**src/hdl/skpd_pkg.sv**
```systemverilog
// ----------------------------------------------------------------------------
// skpd_pkg
// Shared constants and register codes of the soft knee peak detector.
// ----------------------------------------------------------------------------
package skpd_pkg;

  // default sample and coefficient formats
  localparam int unsigned SAMPLE_BITS_DEF    = 18;
  localparam int unsigned COEF_FRAC_BITS_DEF = 16;

  // sign bit plus two integer bits in front of the sample fraction
  localparam int unsigned SAMPLE_INT_BITS = 3;

  // knee scale word, unsigned Q8.12
  localparam int unsigned KNEE_SCALE_BITS = 20;
  localparam int unsigned KNEE_FRAC_BITS  = 12;

  // decay coefficient after reset, Q1.16 code
  localparam int unsigned DECAY_COEF_RST = 62180;

  localparam int unsigned CFG_IDX_BITS = 3;

  typedef enum logic [CFG_IDX_BITS-1:0] {
    REG_POLARITY      = 3'd0,
    REG_THRESHOLD     = 3'd1,
    REG_TRANS_WIDTH   = 3'd2,
    REG_KNEE_SCALE    = 3'd3,
    REG_CHARGE_COEF   = 3'd4,
    REG_DECAY_COEF    = 3'd5,
    REG_DECAY_INSTANT = 3'd6
  } cfg_reg_t;

endpackage

```
**src/hdl/skpd_mul.sv**
```systemverilog
// ----------------------------------------------------------------------------
// skpd_mul
// Shared unsigned multiplier with a registered product.
// ----------------------------------------------------------------------------
module skpd_mul import skpd_pkg::*; #(
  parameter int unsigned AW = SAMPLE_BITS_DEF + 1,
  parameter int unsigned BW = COEF_FRAC_BITS_DEF + 1
) (
  input  logic             clk,
  input  logic             en,
  input  logic [AW-1:0]    a,
  input  logic [BW-1:0]    b,
  output logic [AW+BW-1:0] prod
);

  logic [AW+BW-1:0] prod_r;

  // hold the product until the next issued operation
  always_ff @(posedge clk) begin
    if (en) begin
      prod_r <= (AW+BW)'(a) * (AW+BW)'(b);
    end
  end

  assign prod = prod_r;

endmodule

```
**src/hdl/skpd_sqrt.sv**
```systemverilog
// ----------------------------------------------------------------------------
// skpd_sqrt
// Bit-serial restoring square root, one root bit per cycle.
// ----------------------------------------------------------------------------
module skpd_sqrt import skpd_pkg::*; #(
  parameter int unsigned W = SAMPLE_BITS_DEF
) (
  input  logic           clk,
  input  logic           rst_n,
  input  logic           start,
  input  logic [2*W-1:0] radicand,
  output logic [W-1:0]   root,
  output logic           done
);

  localparam int unsigned CW = $clog2(W);

  logic           busy_r;
  logic           done_r;
  logic [CW-1:0]  cnt_r;
  logic [2*W-1:0] rad_r;
  logic [W:0]     rem_r;
  logic [W-1:0]   root_r;

  logic [W+2:0]   rem_t;
  logic [W+2:0]   trial;
  logic           ge;
  logic [W:0]     rem_nxt;
  logic [W-1:0]   root_nxt;

  always_comb begin
    rem_t    = {rem_r, rad_r[2*W-1 -: 2]};
    trial    = {1'b0, root_r, 2'b01};
    ge       = (rem_t >= trial);
    rem_nxt  = ge ? (W+1)'(rem_t - trial) : (W+1)'(rem_t);
    root_nxt = {root_r[W-2:0], ge};
  end

  always_ff @(posedge clk) begin
    if (!rst_n) begin
      busy_r <= 1'b0;
      done_r <= 1'b0;
      cnt_r  <= '0;
    end else begin
      done_r <= 1'b0;
      if (start) begin
        busy_r <= 1'b1;
        cnt_r  <= CW'(W - 1);
      end else if (busy_r) begin
        if (cnt_r == '0) begin
          busy_r <= 1'b0;
          done_r <= 1'b1;
        end else begin
          cnt_r <= cnt_r - 1'b1;
        end
      end
    end
  end

  // shift two radicand bits in per step
  always_ff @(posedge clk) begin
    if (start) begin
      rad_r  <= radicand;
      rem_r  <= '0;
      root_r <= '0;
    end else if (busy_r) begin
      rad_r  <= rad_r << 2;
      rem_r  <= rem_nxt;
      root_r <= root_nxt;
    end
  end

  assign root = root_r;
  assign done = done_r;

endmodule

```
**src/hdl/soft_knee_peak_detector.sv**
```systemverilog
// ----------------------------------------------------------------------------
// soft_knee_peak_detector
// Steps: a real word on a hard knee or outside the knee runs knee, filter and
//   write-back; inside the soft knee it adds the scaled square, its sum and the
//   clip; a complex word first forms its magnitude with the bit-serial square root.
// Throughput: one word at a time; in_ready is high only in the idle state.
// Reset (synchronous, rst_n low): held level 0, registers at their defaults.
// ----------------------------------------------------------------------------
module soft_knee_peak_detector import skpd_pkg::*; #(
  parameter int unsigned SAMPLE_BITS    = SAMPLE_BITS_DEF,
  parameter int unsigned COEF_FRAC_BITS = COEF_FRAC_BITS_DEF,
  localparam int unsigned CFG_W =
    (SAMPLE_BITS > KNEE_SCALE_BITS) ?
      ((SAMPLE_BITS > COEF_FRAC_BITS + 1) ? SAMPLE_BITS : COEF_FRAC_BITS + 1) :
      ((KNEE_SCALE_BITS > COEF_FRAC_BITS + 1) ? KNEE_SCALE_BITS : COEF_FRAC_BITS + 1)
) (
  input  logic                          clk,
  input  logic                          rst_n,
  // sample input
  input  logic                          in_valid,
  output logic                          in_ready,
  input  logic signed [SAMPLE_BITS-1:0] in_sample_re,
  input  logic signed [SAMPLE_BITS-1:0] in_sample_im,
  input  logic                          in_is_complex,
  // result output
  output logic                          out_valid,
  input  logic                          out_ready,
  output logic signed [SAMPLE_BITS-1:0] out_level,
  output logic                          out_config_error,
  // register writes
  input  logic                          cfg_valid,
  output logic                          cfg_ready,
  input  logic [CFG_IDX_BITS-1:0]       cfg_index,
  input  logic [CFG_W-1:0]              cfg_data
);

  localparam int unsigned N    = SAMPLE_BITS;
  localparam int unsigned CF   = COEF_FRAC_BITS;
  localparam int unsigned AW   = N + 1;            // multiplier operand a
  localparam int unsigned BW   = CFG_W;            // multiplier operand b
  localparam int unsigned PRW  = AW + BW;          // product
  localparam int unsigned H    = N - 1;            // split point of the squared distance
  localparam int unsigned D2W  = 2 * N - 2;        // squared knee distance
  localparam int unsigned PW   = D2W + KNEE_SCALE_BITS;
  localparam int unsigned KSH  = N - SAMPLE_INT_BITS + KNEE_FRAC_BITS;
  localparam int unsigned QW   = PW - KSH + 1;
  localparam int unsigned RW   = PRW - CF + 1;

  localparam logic signed [N-1:0]   SMAX   = {1'b0, {(N-1){1'b1}}};
  localparam logic signed [N-1:0]   SMIN   = {1'b1, {(N-1){1'b0}}};
  localparam logic        [N-1:0]   SMAX_U = {1'b0, {(N-1){1'b1}}};
  localparam logic signed [N+1:0]   SMAX_X = (N+2)'(SMAX);
  localparam logic signed [N+1:0]   SMIN_X = (N+2)'(SMIN);
  localparam logic        [CF:0]    COEF_ONE = {1'b1, {CF{1'b0}}};
  localparam logic        [CF:0]    DECAY_RST = (CF+1)'(DECAY_COEF_RST);

  typedef enum logic [3:0] {
    ST_IDLE,
    ST_MAG_A,
    ST_MAG_B,
    ST_MAG_C,
    ST_SQRT,
    ST_KNEE,
    ST_KN_LO,
    ST_KN_HI,
    ST_KN_SUM,
    ST_KN_Q,
    ST_FILT,
    ST_FILT_W,
    ST_WB
  } state_t;

  // clamp a widened signed value into the sample range
  function automatic logic signed [N-1:0] sat_fn(input logic signed [N+1:0] v);
    logic signed [N-1:0] r;
    if (v > SMAX_X) begin
      r = SMAX;
    end else if (v < SMIN_X) begin
      r = SMIN;
    end else begin
      r = signed'(v[N-1:0]);
    end
    return r;
  endfunction

  // magnitude of a sample; the most negative code maps to 2^(N-1)
  function automatic logic [N-1:0] abs_fn(input logic signed [N-1:0] v);
    logic [N-1:0] u;
    u = v;
    return u[N-1] ? (~u + 1'b1) : u;
  endfunction

  // configuration registers
  logic                pol_r;
  logic signed [N-1:0] thr_r;
  logic [N-2:0]        tw_r;
  logic [KNEE_SCALE_BITS-1:0] ks_r;
  logic [CF:0]         cc_r;
  logic [CF:0]         dc_r;
  logic                di_r;

  // control and held state
  state_t              state_r, state_nxt;
  logic signed [N-1:0] lvl_r, lvl_nxt;
  logic                out_valid_r, out_valid_nxt;
  logic signed [N-1:0] out_level_r, out_level_nxt;
  logic                out_err_r, out_err_nxt;

  // working registers of the current word
  logic [N-1:0]        ar_r, ar_nxt;
  logic [N-1:0]        ai_r, ai_nxt;
  logic signed [N-1:0] s_r, s_nxt;
  logic signed [N-1:0] det_r, det_nxt;
  logic [D2W-1:0]      d2_r, d2_nxt;
  logic [PW-1:0]       acc_r, acc_nxt;
  logic                chg_r, chg_nxt;
  logic                err_r, err_nxt;

  // shared units
  logic                mul_en;
  logic [AW-1:0]       mul_a;
  logic [BW-1:0]       mul_b;
  logic [PRW-1:0]      prod_r;
  logic                sqrt_start;
  logic [2*N-1:0]      sqrt_rad;
  logic [N-1:0]        sqrt_root;
  logic                sqrt_done;

  // combinational helpers
  logic                cfg_bad;
  logic signed [N+1:0] s_x, thr_x, half_x, lo_edge, hi_edge, diff_st, kdist, ad;
  logic [N-2:0]        ad_u;
  logic signed [N-1:0] sm;
  logic                knee_ovf;
  logic [QW-1:0]       q;
  logic signed [N-1:0] kq;
  logic signed [N+1:0] det_x, lvl_x, cdiff, t_x;
  logic [CF:0]         c_clamp, k_clamp;
  logic [RW-1:0]       rnd;

  skpd_mul #(
    .AW (AW),
    .BW (BW)
  ) u_mul (
    .clk  (clk),
    .en   (mul_en),
    .a    (mul_a),
    .b    (mul_b),
    .prod (prod_r)
  );

  skpd_sqrt #(
    .W (N)
  ) u_sqrt (
    .clk      (clk),
    .rst_n    (rst_n),
    .start    (sqrt_start),
    .radicand (sqrt_rad),
    .root     (sqrt_root),
    .done     (sqrt_done)
  );

  assign in_ready         = (state_r == ST_IDLE);
  assign cfg_ready        = 1'b1;
  assign out_valid        = out_valid_r;
  assign out_level        = out_level_r;
  assign out_config_error = out_err_r;

  // Threshold sign against polarity: positive peaks want a threshold of zero
  // or above, negative peaks one of zero or below.
  assign cfg_bad = (!pol_r && thr_r[N-1]) || (pol_r && !thr_r[N-1] && (thr_r != '0));

  // sum of squares goes straight into the root unit
  assign sqrt_rad = acc_r[2*N-1:0] + prod_r[2*N-1:0];

  // Knee geometry. Edges are threshold -/+ half width; the distance is taken
  // from the lower edge for positive peaks and from the upper edge for
  // negative peaks, so its magnitude never exceeds the full width.
  always_comb begin
    s_x     = (N+2)'(s_r);
    thr_x   = (N+2)'(thr_r);
    half_x  = signed'((N+2)'(tw_r >> 1));
    lo_edge = thr_x - half_x;
    hi_edge = thr_x + half_x;
    diff_st = s_x - thr_x;
    kdist   = pol_r ? (s_x - hi_edge) : (s_x - lo_edge);
    ad      = pol_r ? -kdist : kdist;
    ad_u    = ad[N-2:0];
  end

  // Root to signed sample: clip to the largest code; the sequencer flips it for negative peaks.
  always_comb begin
    sm = (sqrt_root > SMAX_U) ? SMAX : signed'(sqrt_root);
  end

  // Knee curve: round half up at the Q2.15 point, clip at full scale; a
  // product past 64 bits counts as full scale.
  always_comb begin
    knee_ovf = ((acc_r >> 64) != '0);
    q        = QW'(acc_r >> KSH) + QW'(acc_r[KSH-1]);
    kq       = (knee_ovf || (q > QW'(SMAX_U))) ? SMAX : signed'(q[N-1:0]);
  end

  // Filter arithmetic: coefficients above 1.0 clip to 1.0, products round
  // half up at the coefficient point.
  always_comb begin
    det_x   = (N+2)'(det_r);
    lvl_x   = (N+2)'(lvl_r);
    cdiff   = det_x - lvl_x;
    c_clamp = (cc_r > COEF_ONE) ? COEF_ONE : cc_r;
    k_clamp = (dc_r > COEF_ONE) ? COEF_ONE : dc_r;
    rnd     = RW'(prod_r >> CF) + RW'(prod_r[CF-1]);
    t_x     = signed'((N+2)'(rnd[N-1:0]));
  end

  // Sequencer: one multiplier and the root unit are reused step by step.
  always_comb begin
    state_nxt     = state_r;
    lvl_nxt       = lvl_r;
    out_valid_nxt = out_valid_r && !out_ready;
    out_level_nxt = out_level_r;
    out_err_nxt   = out_err_r;
    ar_nxt        = ar_r;
    ai_nxt        = ai_r;
    s_nxt         = s_r;
    det_nxt       = det_r;
    d2_nxt        = d2_r;
    acc_nxt       = acc_r;
    chg_nxt       = chg_r;
    err_nxt       = err_r;
    mul_en        = 1'b0;
    mul_a         = '0;
    mul_b         = '0;
    sqrt_start    = 1'b0;

    unique case (state_r)
      ST_IDLE: begin
        if (in_valid) begin
          ar_nxt  = abs_fn(in_sample_re);
          ai_nxt  = abs_fn(in_sample_im);
          s_nxt   = in_sample_re;
          err_nxt = cfg_bad;
          priority if (cfg_bad) begin
            state_nxt = ST_WB;
          end else if (in_is_complex) begin
            state_nxt = ST_MAG_A;
          end else begin
            state_nxt = ST_KNEE;
          end
        end
      end

      ST_MAG_A: begin
        mul_en    = 1'b1;
        mul_a     = AW'(ar_r);
        mul_b     = BW'(ar_r);
        state_nxt = ST_MAG_B;
      end

      ST_MAG_B: begin
        acc_nxt   = PW'(prod_r);
        mul_en    = 1'b1;
        mul_a     = AW'(ai_r);
        mul_b     = BW'(ai_r);
        state_nxt = ST_MAG_C;
      end

      ST_MAG_C: begin
        sqrt_start = 1'b1;
        state_nxt  = ST_SQRT;
      end

      ST_SQRT: begin
        if (sqrt_done) begin
          s_nxt     = pol_r ? -sm : sm;
          state_nxt = ST_KNEE;
        end
      end

      ST_KNEE: begin
        if (!pol_r) begin
          priority if (tw_r == '0) begin
            det_nxt   = (s_x >= thr_x) ? sat_fn(diff_st) : '0;
            state_nxt = ST_FILT;
          end else if (s_x < lo_edge) begin
            det_nxt   = '0;
            state_nxt = ST_FILT;
          end else if (s_x > hi_edge) begin
            det_nxt   = sat_fn(diff_st);
            state_nxt = ST_FILT;
          end else begin
            mul_en    = 1'b1;
            mul_a     = AW'(ad_u);
            mul_b     = BW'(ad_u);
            state_nxt = ST_KN_LO;
          end
        end else begin
          priority if (tw_r == '0) begin
            det_nxt   = (s_x < thr_x) ? sat_fn(diff_st) : '0;
            state_nxt = ST_FILT;
          end else if (s_x > hi_edge) begin
            det_nxt   = '0;
            state_nxt = ST_FILT;
          end else if (s_x < lo_edge) begin
            det_nxt   = sat_fn(diff_st);
            state_nxt = ST_FILT;
          end else begin
            mul_en    = 1'b1;
            mul_a     = AW'(ad_u);
            mul_b     = BW'(ad_u);
            state_nxt = ST_KN_LO;
          end
        end
      end

      // squared distance times scale, in two halves of the square
      ST_KN_LO: begin
        d2_nxt    = prod_r[D2W-1:0];
        mul_en    = 1'b1;
        mul_a     = AW'(prod_r[H-1:0]);
        mul_b     = BW'(ks_r);
        state_nxt = ST_KN_HI;
      end

      ST_KN_HI: begin
        acc_nxt   = PW'(prod_r);
        mul_en    = 1'b1;
        mul_a     = AW'(d2_r[D2W-1:H]);
        mul_b     = BW'(ks_r);
        state_nxt = ST_KN_SUM;
      end

      ST_KN_SUM: begin
        acc_nxt   = acc_r + (PW'(prod_r) << H);
        state_nxt = ST_KN_Q;
      end

      ST_KN_Q: begin
        det_nxt   = pol_r ? -kq : kq;
        state_nxt = ST_FILT;
      end

      ST_FILT: begin
        priority if (det_r > lvl_r) begin
          mul_en    = 1'b1;
          mul_a     = AW'(cdiff[N-1:0]);
          mul_b     = BW'(c_clamp);
          chg_nxt   = 1'b1;
          state_nxt = ST_FILT_W;
        end else if (det_r < lvl_r) begin
          priority if (di_r) begin
            lvl_nxt   = det_r;
            state_nxt = ST_WB;
          end else if (!lvl_r[N-1] && (lvl_r != '0)) begin
            mul_en    = 1'b1;
            mul_a     = AW'(lvl_r[N-2:0]);
            mul_b     = BW'(k_clamp);
            chg_nxt   = 1'b0;
            state_nxt = ST_FILT_W;
          end else begin
            state_nxt = ST_WB;
          end
        end else begin
          state_nxt = ST_WB;
        end
      end

      ST_FILT_W: begin
        if (chg_r) begin
          if (rnd != '0) begin
            lvl_nxt = sat_fn(lvl_x + t_x);
          end
        end else if (t_x < lvl_x) begin
          lvl_nxt = signed'(t_x[N-1:0]);
        end
        state_nxt = ST_WB;
      end

      ST_WB: begin
        // wait for the output register to free up
        if (!out_valid_r || out_ready) begin
          out_valid_nxt = 1'b1;
          out_level_nxt = lvl_r;
          out_err_nxt   = err_r;
          state_nxt     = ST_IDLE;
        end
      end

      default: begin
        state_nxt = ST_IDLE;
      end
    endcase
  end

  // State, held level, result register and configuration registers.
  always_ff @(posedge clk) begin
    if (!rst_n) begin
      state_r     <= ST_IDLE;
      lvl_r       <= '0;
      out_valid_r <= 1'b0;
      out_level_r <= '0;
      out_err_r   <= 1'b0;
      pol_r       <= 1'b0;
      thr_r       <= '0;
      tw_r        <= '0;
      ks_r        <= '0;
      cc_r        <= COEF_ONE;
      dc_r        <= DECAY_RST;
      di_r        <= 1'b0;
    end else begin
      state_r     <= state_nxt;
      lvl_r       <= lvl_nxt;
      out_valid_r <= out_valid_nxt;
      out_level_r <= out_level_nxt;
      out_err_r   <= out_err_nxt;
      if (cfg_valid && cfg_ready) begin
        unique case (cfg_reg_t'(cfg_index))
          REG_POLARITY:      pol_r <= cfg_data[0];
          REG_THRESHOLD:     thr_r <= signed'(cfg_data[N-1:0]);
          REG_TRANS_WIDTH:   tw_r  <= cfg_data[N-2:0];
          REG_KNEE_SCALE:    ks_r  <= cfg_data[KNEE_SCALE_BITS-1:0];
          REG_CHARGE_COEF:   cc_r  <= cfg_data[CF:0];
          REG_DECAY_COEF:    dc_r  <= cfg_data[CF:0];
          REG_DECAY_INSTANT: di_r  <= cfg_data[0];
          default: ;
        endcase
      end
    end
  end

  // Working registers of the word in flight.
  always_ff @(posedge clk) begin
    ar_r  <= ar_nxt;
    ai_r  <= ai_nxt;
    s_r   <= s_nxt;
    det_r <= det_nxt;
    d2_r  <= d2_nxt;
    acc_r <= acc_nxt;
    chg_r <= chg_nxt;
    err_r <= err_nxt;
  end

  // a root result only arrives while the sequencer waits for it
  a_sqrt_done_in_wait: assert property (@(posedge clk) disable iff (!rst_n)
    sqrt_done |-> state_r == ST_SQRT)
    else $error("square root finished outside its wait state");

  // the charge path never lowers the level
  a_charge_up: assert property (@(posedge clk) disable iff (!rst_n)
    (state_r == ST_FILT_W && chg_r) |=> lvl_r >= $past(lvl_r))
    else $error("charge step lowered the held level");

  // the multiplicative decay never raises the level
  a_decay_down: assert property (@(posedge clk) disable iff (!rst_n)
    (state_r == ST_FILT_W && !chg_r) |=> lvl_r <= $past(lvl_r))
    else $error("decay step raised the held level");

  // a word with a threshold/polarity clash leaves the level alone
  a_err_holds_level: assert property (@(posedge clk) disable iff (!rst_n)
    (state_r == ST_WB && err_r) |-> $stable(lvl_r))
    else $error("held level moved on a configuration error word");

  // a fresh result is only loaded from the write-back step
  a_out_from_wb: assert property (@(posedge clk) disable iff (!rst_n)
    $rose(out_valid_r) |-> $past(state_r) == ST_WB)
    else $error("result appeared without a write-back step");

endmodule
```
**config.mk**
```make
export PLATFORM = sky130hd
export DESIGN_NAME = soft_knee_peak_detector
export DESIGN_NICKNAME = d
export VERILOG_FILES = /design/src/hdl/skpd_pkg.sv /design/src/hdl/skpd_mul.sv /design/src/hdl/skpd_sqrt.sv /design/src/hdl/soft_knee_peak_detector.sv
export SDC_FILE = /design/constraint.sdc
export NUM_CORES = 2
export LEC_CHECK = 0
export BUFFER_PORTS_ARGS = -buffer_cell sky130_fd_sc_hd__clkbuf_2
export CAP_MARGIN = 10
export CORE_AREA = 2 2 278 280
export DETAILED_ROUTE_END_ITERATION = 8
export DIE_AREA = 0 0 280 282
export GPL_ROUTABILITY_DRIVEN = 0
export MAX_ROUTING_LAYER = met4
export PLACE_DENSITY_LB_ADDON = 0.15
export SLEW_MARGIN = 20
export SYNTH_ARGS = -nofsm -noshare
export SYNTH_HDL_FRONTEND = slang
export SYNTH_SLANG_ARGS = --single-unit
```
**constraint.sdc**
```tcl
create_clock -name clk -period 16.5 [get_ports clk]
set_clock_uncertainty 0.2 [all_clocks]
set_input_delay 1.65 -clock clk [delete_from_list [all_inputs] [get_ports clk]]
set_output_delay 1.65 -clock clk [all_outputs]
set_load 0.005 [all_outputs]
```
==> summary.md <==
| Metric | Value |
|---|---|
| Final nets | `5,788` |
| Maximum number of pins on one net before global-route repair | `94` |
| Total global routing overflow | `0` |
| Global-route wire length before repair | `about 200,000 um` |
| Topmost layer with routed signal wires | `met4` |
| Die Span Y | `between 200 and 300 um` |
| Placeable core area | `roughly 76,000 sq um` |
| Initial core utilization | `0.5577` |
| Startpoint of the lowest-slack register-to-register path | `thr_r[0]` |
| Share of final-layout standard cells stronger than drive strength 1 | `0.05940` |
| Total number of vias | `37.03k` |
| CTS Sinks | `roughly 400` |
| Via-per-instance ratio | `6.126` |
| Average cell area after synthesis | `8.393 sq um` |
| Max-slew violations | `0` |
| Met2 routed WL | `about 56,000 um` |
| Share of flip-flops with an asynchronous set or reset after synthesis | `0` |
| # resized after CTS | `0` |
| Clock network latency to the later pin of the worst-skew pair | `between 0.6 and 0.7 ns` |
| Length of routed wiring on met1 | `approximately 57,000 um` |
| Leak Pwr | `19.47 nW` |
| Register area share after synthesis | `0.2404` |
| Worst min-delay path endpoint | `out_level[1]` |
| Depth of the CTS H-tree | `2` |
| Most frequently used flop master after synthesis | `sky130_fd_sc_hd__edfxtp_1` |
| Setup TNS | `0 ns` |
| Origin of the worst min-delay path | `out_level[1]` |
| Max_cap viols | `0` |
| Fmax | `0.07609 GHz` |
| Normalized max-slew margin | `0.1855` |
| Number of remaining DRC errors | `0` |
| CTS tree | `yes` |
| Boundary pin count | `87` |
| End of the worst register-to-register path | `u_mul.prod[38]` |
| Worst endpoint required time | `16.65 ns` |
| Setup Viol. Count Final | `0` |
| Post-synthesis instance total | `between 5k and 6k` |
| Filler cell count | `6,859` |
| CP max FO | `19` |
| Critical path capture point type | `flip-flop` |
| FF-to-FF path depth | `44` |
| Clock transition at the register clock pins on the worst setup and hold paths after CTS | `0.06 ns` |
| Yosys warns | `0` |
| Average wire per cell in the routed design | `21.92 um` |
| Setup repair after global routing missed its margin | `no` |
| Summed instance area of the synthesized netlist | `42,220 sq um` |
| Largest cells by area after synthesis | `sky130_fd_sc_hd__edfxtp_1 (16%), sky130_fd_sc_hd__fa_1 (14%), sky130_fd_sc_hd__ha_1 (12%), sky130_fd_sc_hd__dfxtp_1 (8.4%), sky130_fd_sc_hd__nand2_1 (6.4%)` |
| Initial antenna violation count | `1` |
| Area growth syn-to-layout | `7.059%` |
| Overall power | `0.007294 W` |
| Number of synthesized register bits | `397` |
| Worst min-delay path category | `reg -> reg` |
| Startpoint kind of the worst setup timing path | `flip-flop` |
| TritonCTS Buffers | `48` |
| Transition at the pin with the smallest max-transition slack | `1.222 ns` |
| Dpl hpwl | `102,100 um` |
| Port Buf Inserts | `85` |
| Number of hold buffers added after cts | `0` |
| Hold Violations, Final | `0` |
| Die Span X | `280 um` |
| Final period demand of the worst path | `13.14 ns` |
| Highest ir drop seen on vdd | `0.08813 mV` |
| First DRT Iteration DRCs | `4,099` |
| Max stage delay cell, worst path | `sky130_fd_sc_hd__nand3_1` |
| Total power per unit cell area | `161.4 nW/um^2` |
| Outcome | `finished, final reports clean` |
| Number of enable flip-flop cells after synthesis | `220` |
| Final routed wirelength across all metal layers | `132,500 um` |
| Worst-case setup margin in the final layout | `3.358 ns` |
| Crit path kind | `reg -> reg` |
| Post-CTS setup buffers | `0` |
| Maximum root-to-sink buffer count | `3` |
| Most numerous cell on the critical path | `sky130_fd_sc_hd__fa_1` |
| Total die area | `78,960 sq um` |
| Critical Path Max Stage Delay | `between 1 and 1.5 ns` |
| Total inserted antenna cells | `0` |
| Arrival time at the worst endpoint | `13.29 ns` |
| Detailed route wirelength on metal3 | `13,110 um` |
| Hold depth | `2` |
| Vias in the first global route | `34.37k` |
| Fraction of post-synthesis cell area in the top cell type by area | `0.1565` |
| Pre-CTS setup slack | `3.530 ns` |
| Post-detailed-route count of antenna-violating nets | `0` |
| Part of the cycle the worst path needs | `0.7965` |
| TritonRoute pass-1 iters | `7` |
| # rows | `101` |
| Synth area leader | `sky130_fd_sc_hd__edfxtp_1` |
| Worst setup slack for register-to-register paths | `around 3.4 ns` |
| Count of cell types in the netlist | `between 90 and 100` |
| Global routing usage summed across all routing layers | `0.3423` |
| Clock root buffer | `sky130_fd_sc_hd__clkbuf_16` |
[area by class of cell]
class	instances	area, sq um	share of cell area
Clock buffer	69	1403	0.03103
Clock inverter	21	191.4	0.004235
Inverter	569	2137	0.04728
Multi-Input combinational cell	3867	29230	0.6466
Sequential cell	397	10150	0.2246
Tap cell	978	1224	0.02707
Timing Repair Buffer	144	865.8	0.01916
[synth_stat cells (14+ instances only)]
cell type                   number
sky130_fd_sc_hd__nand2_1       720
sky130_fd_sc_hd__inv_1         567
sky130_fd_sc_hd__ha_1          400
sky130_fd_sc_hd__a21oi_1       348
sky130_fd_sc_hd__nor2_1        332
sky130_fd_sc_hd__fa_1          296
sky130_fd_sc_hd__o21ai_0       255
sky130_fd_sc_hd__edfxtp_1      220
sky130_fd_sc_hd__dfxtp_1       177
sky130_fd_sc_hd__xnor2_1       173
sky130_fd_sc_hd__clkbuf_1      164
sky130_fd_sc_hd__nand3_1       115
sky130_fd_sc_hd__xor2_1        101
sky130_fd_sc_hd__and2_1         86
sky130_fd_sc_hd__a21o_1         82
sky130_fd_sc_hd__nor3_1         78
sky130_fd_sc_hd__nor2b_1        59
sky130_fd_sc_hd__nand2b_1       58
sky130_fd_sc_hd__o21a_1         55
sky130_fd_sc_hd__nand4_1        52
sky130_fd_sc_hd__a31oi_1        40
sky130_fd_sc_hd__o31ai_1        39
sky130_fd_sc_hd__and3_1         37
sky130_fd_sc_hd__or3_1          37
sky130_fd_sc_hd__nor4_1         35
sky130_fd_sc_hd__a211oi_1       31
sky130_fd_sc_hd__mux2i_1        31
sky130_fd_sc_hd__o211ai_1       30
sky130_fd_sc_hd__o21bai_1       29
sky130_fd_sc_hd__a22oi_1        26
sky130_fd_sc_hd__a222oi_1       20
sky130_fd_sc_hd__o2bb2ai_1      17
sky130_fd_sc_hd__and4_1         16
sky130_fd_sc_hd__buf_2          15
sky130_fd_sc_hd__or2_2          15
sky130_fd_sc_hd__a21boi_0       14
sky130_fd_sc_hd__or4_1          14
[per-layer routing]
layer  track usage  vias up
li1              -    17370
met1        0.4692    17630
met2        0.5051     1727
met3       0.06729      311
met4        0.1197        0
met5             -        -
[cells by family (layout without fill, tap and decap cells)]
kind of cell    after synthesis  in the layout  share of synthesized area
mux                          44             44                    0.01082
buf+inv                     768            803                    0.06947
other cells                   2              4                  0.0001779
compound gates             1157           1157                     0.1767
flops                       397            397                     0.2404
simple gates               1691           1691                     0.1861
xor+xnor                    275            275                    0.05740
fa+ha+maj                   696            696                     0.2589
[how the worst max path moves through the flow]
stage / startpoint / depth (start not counted) / slack, ns / endpoint
2_1_floorplan: thr_r[0] / 46 / 5.73 / u_mul.prod[38]
3_3_place_gp: thr_r[0] / 44 / 3.70 / u_mul.prod[38]
3_5_place_dp: thr_r[0] / 44 / 3.53 / u_mul.prod[38]
4_1_cts: thr_r[0] / 44 / 3.52 / u_mul.prod[38]
5_1_grt: thr_r[0] / 45 / 2.80 / u_mul.prod[38]
6_report: thr_r[0] / 44 / 3.36 / u_mul.prod[38]
[cell usage in the layout (no fill, tap or decap), types with 52 or more instances in the layout]
cell type	instances
sky130_fd_sc_hd__nand2_1	719
sky130_fd_sc_hd__inv_1	567
sky130_fd_sc_hd__ha_1	400
sky130_fd_sc_hd__a21oi_1	348
sky130_fd_sc_hd__nor2_1	331
sky130_fd_sc_hd__fa_1	296
sky130_fd_sc_hd__o21ai_0	254
sky130_fd_sc_hd__edfxtp_1	220
sky130_fd_sc_hd__dfxtp_1	175
sky130_fd_sc_hd__xnor2_1	173
sky130_fd_sc_hd__nand3_1	114
sky130_fd_sc_hd__xor2_1	101
sky130_fd_sc_hd__clkbuf_2	86
sky130_fd_sc_hd__and2_1	85
sky130_fd_sc_hd__a21o_1	82
sky130_fd_sc_hd__nor3_1	73
sky130_fd_sc_hd__nor2b_1	59
sky130_fd_sc_hd__nand2b_1	57
sky130_fd_sc_hd__buf_4	56
sky130_fd_sc_hd__o21a_1	55
sky130_fd_sc_hd__nand4_1	52
[critical path, delay by kind of cell, from the launching register on]
family | cells | cell delay, ns
fa+ha+maj | 10 | 4.23
mux | 1 | 0.34
buf+inv | 6 | 0.51
compound gates | 19 | 4.89
simple gates | 7 | 2.13
flops | 1 | 0.36
xor+xnor | 1 | 0.21
[stage by stage]
stage | instance area, sq um | util | std cells | hold slack (ns)
2_1_floorplan | 42230 | - | 5032 | 0.2357
3_3_place_gp | 43570 | 0.5755 | 5952 | 0.2421
3_5_place_dp | 43580 | 0.5757 | 5954 | 0.2467
4_1_cts | 45170 | 0.5968 | 6044 | 0.2546
5_1_grt | 45200 | 0.5971 | 6045 | 0.2730
6_report | 45200 | 0.5971 | 6045 | 0.2524
[registers in the layout, indices dropped and copies added (netlist names), 4 cells and up]
signal / cells
u_sqrt.cnt_r: 5
ar_r: 18
ks_r: 20
s_r: 18
u_sqrt.rad_r: 36
acc_r: 54
dc_r: 17
u_mul.prod: 39
state_r: 4
u_sqrt.rem_r: 19
d2_r: 17
tw_r: 17
u_sqrt.root: 18
ai_r: 18
cc_r: 17
thr_r: 18
lvl_r: 18
out_level: 18
det_r: 18
[power breakdown]
part	internal, W	switching [W]	total [W]
Clock	0.000613	0.000465	0.00108
Sequential	0.00138	0.000355	0.00174
Combinational	0.00169	0.00279	0.00448
Total	0.00368	0.00362	0.00729
No activity file was read; power rests on OpenSTA's default activity.
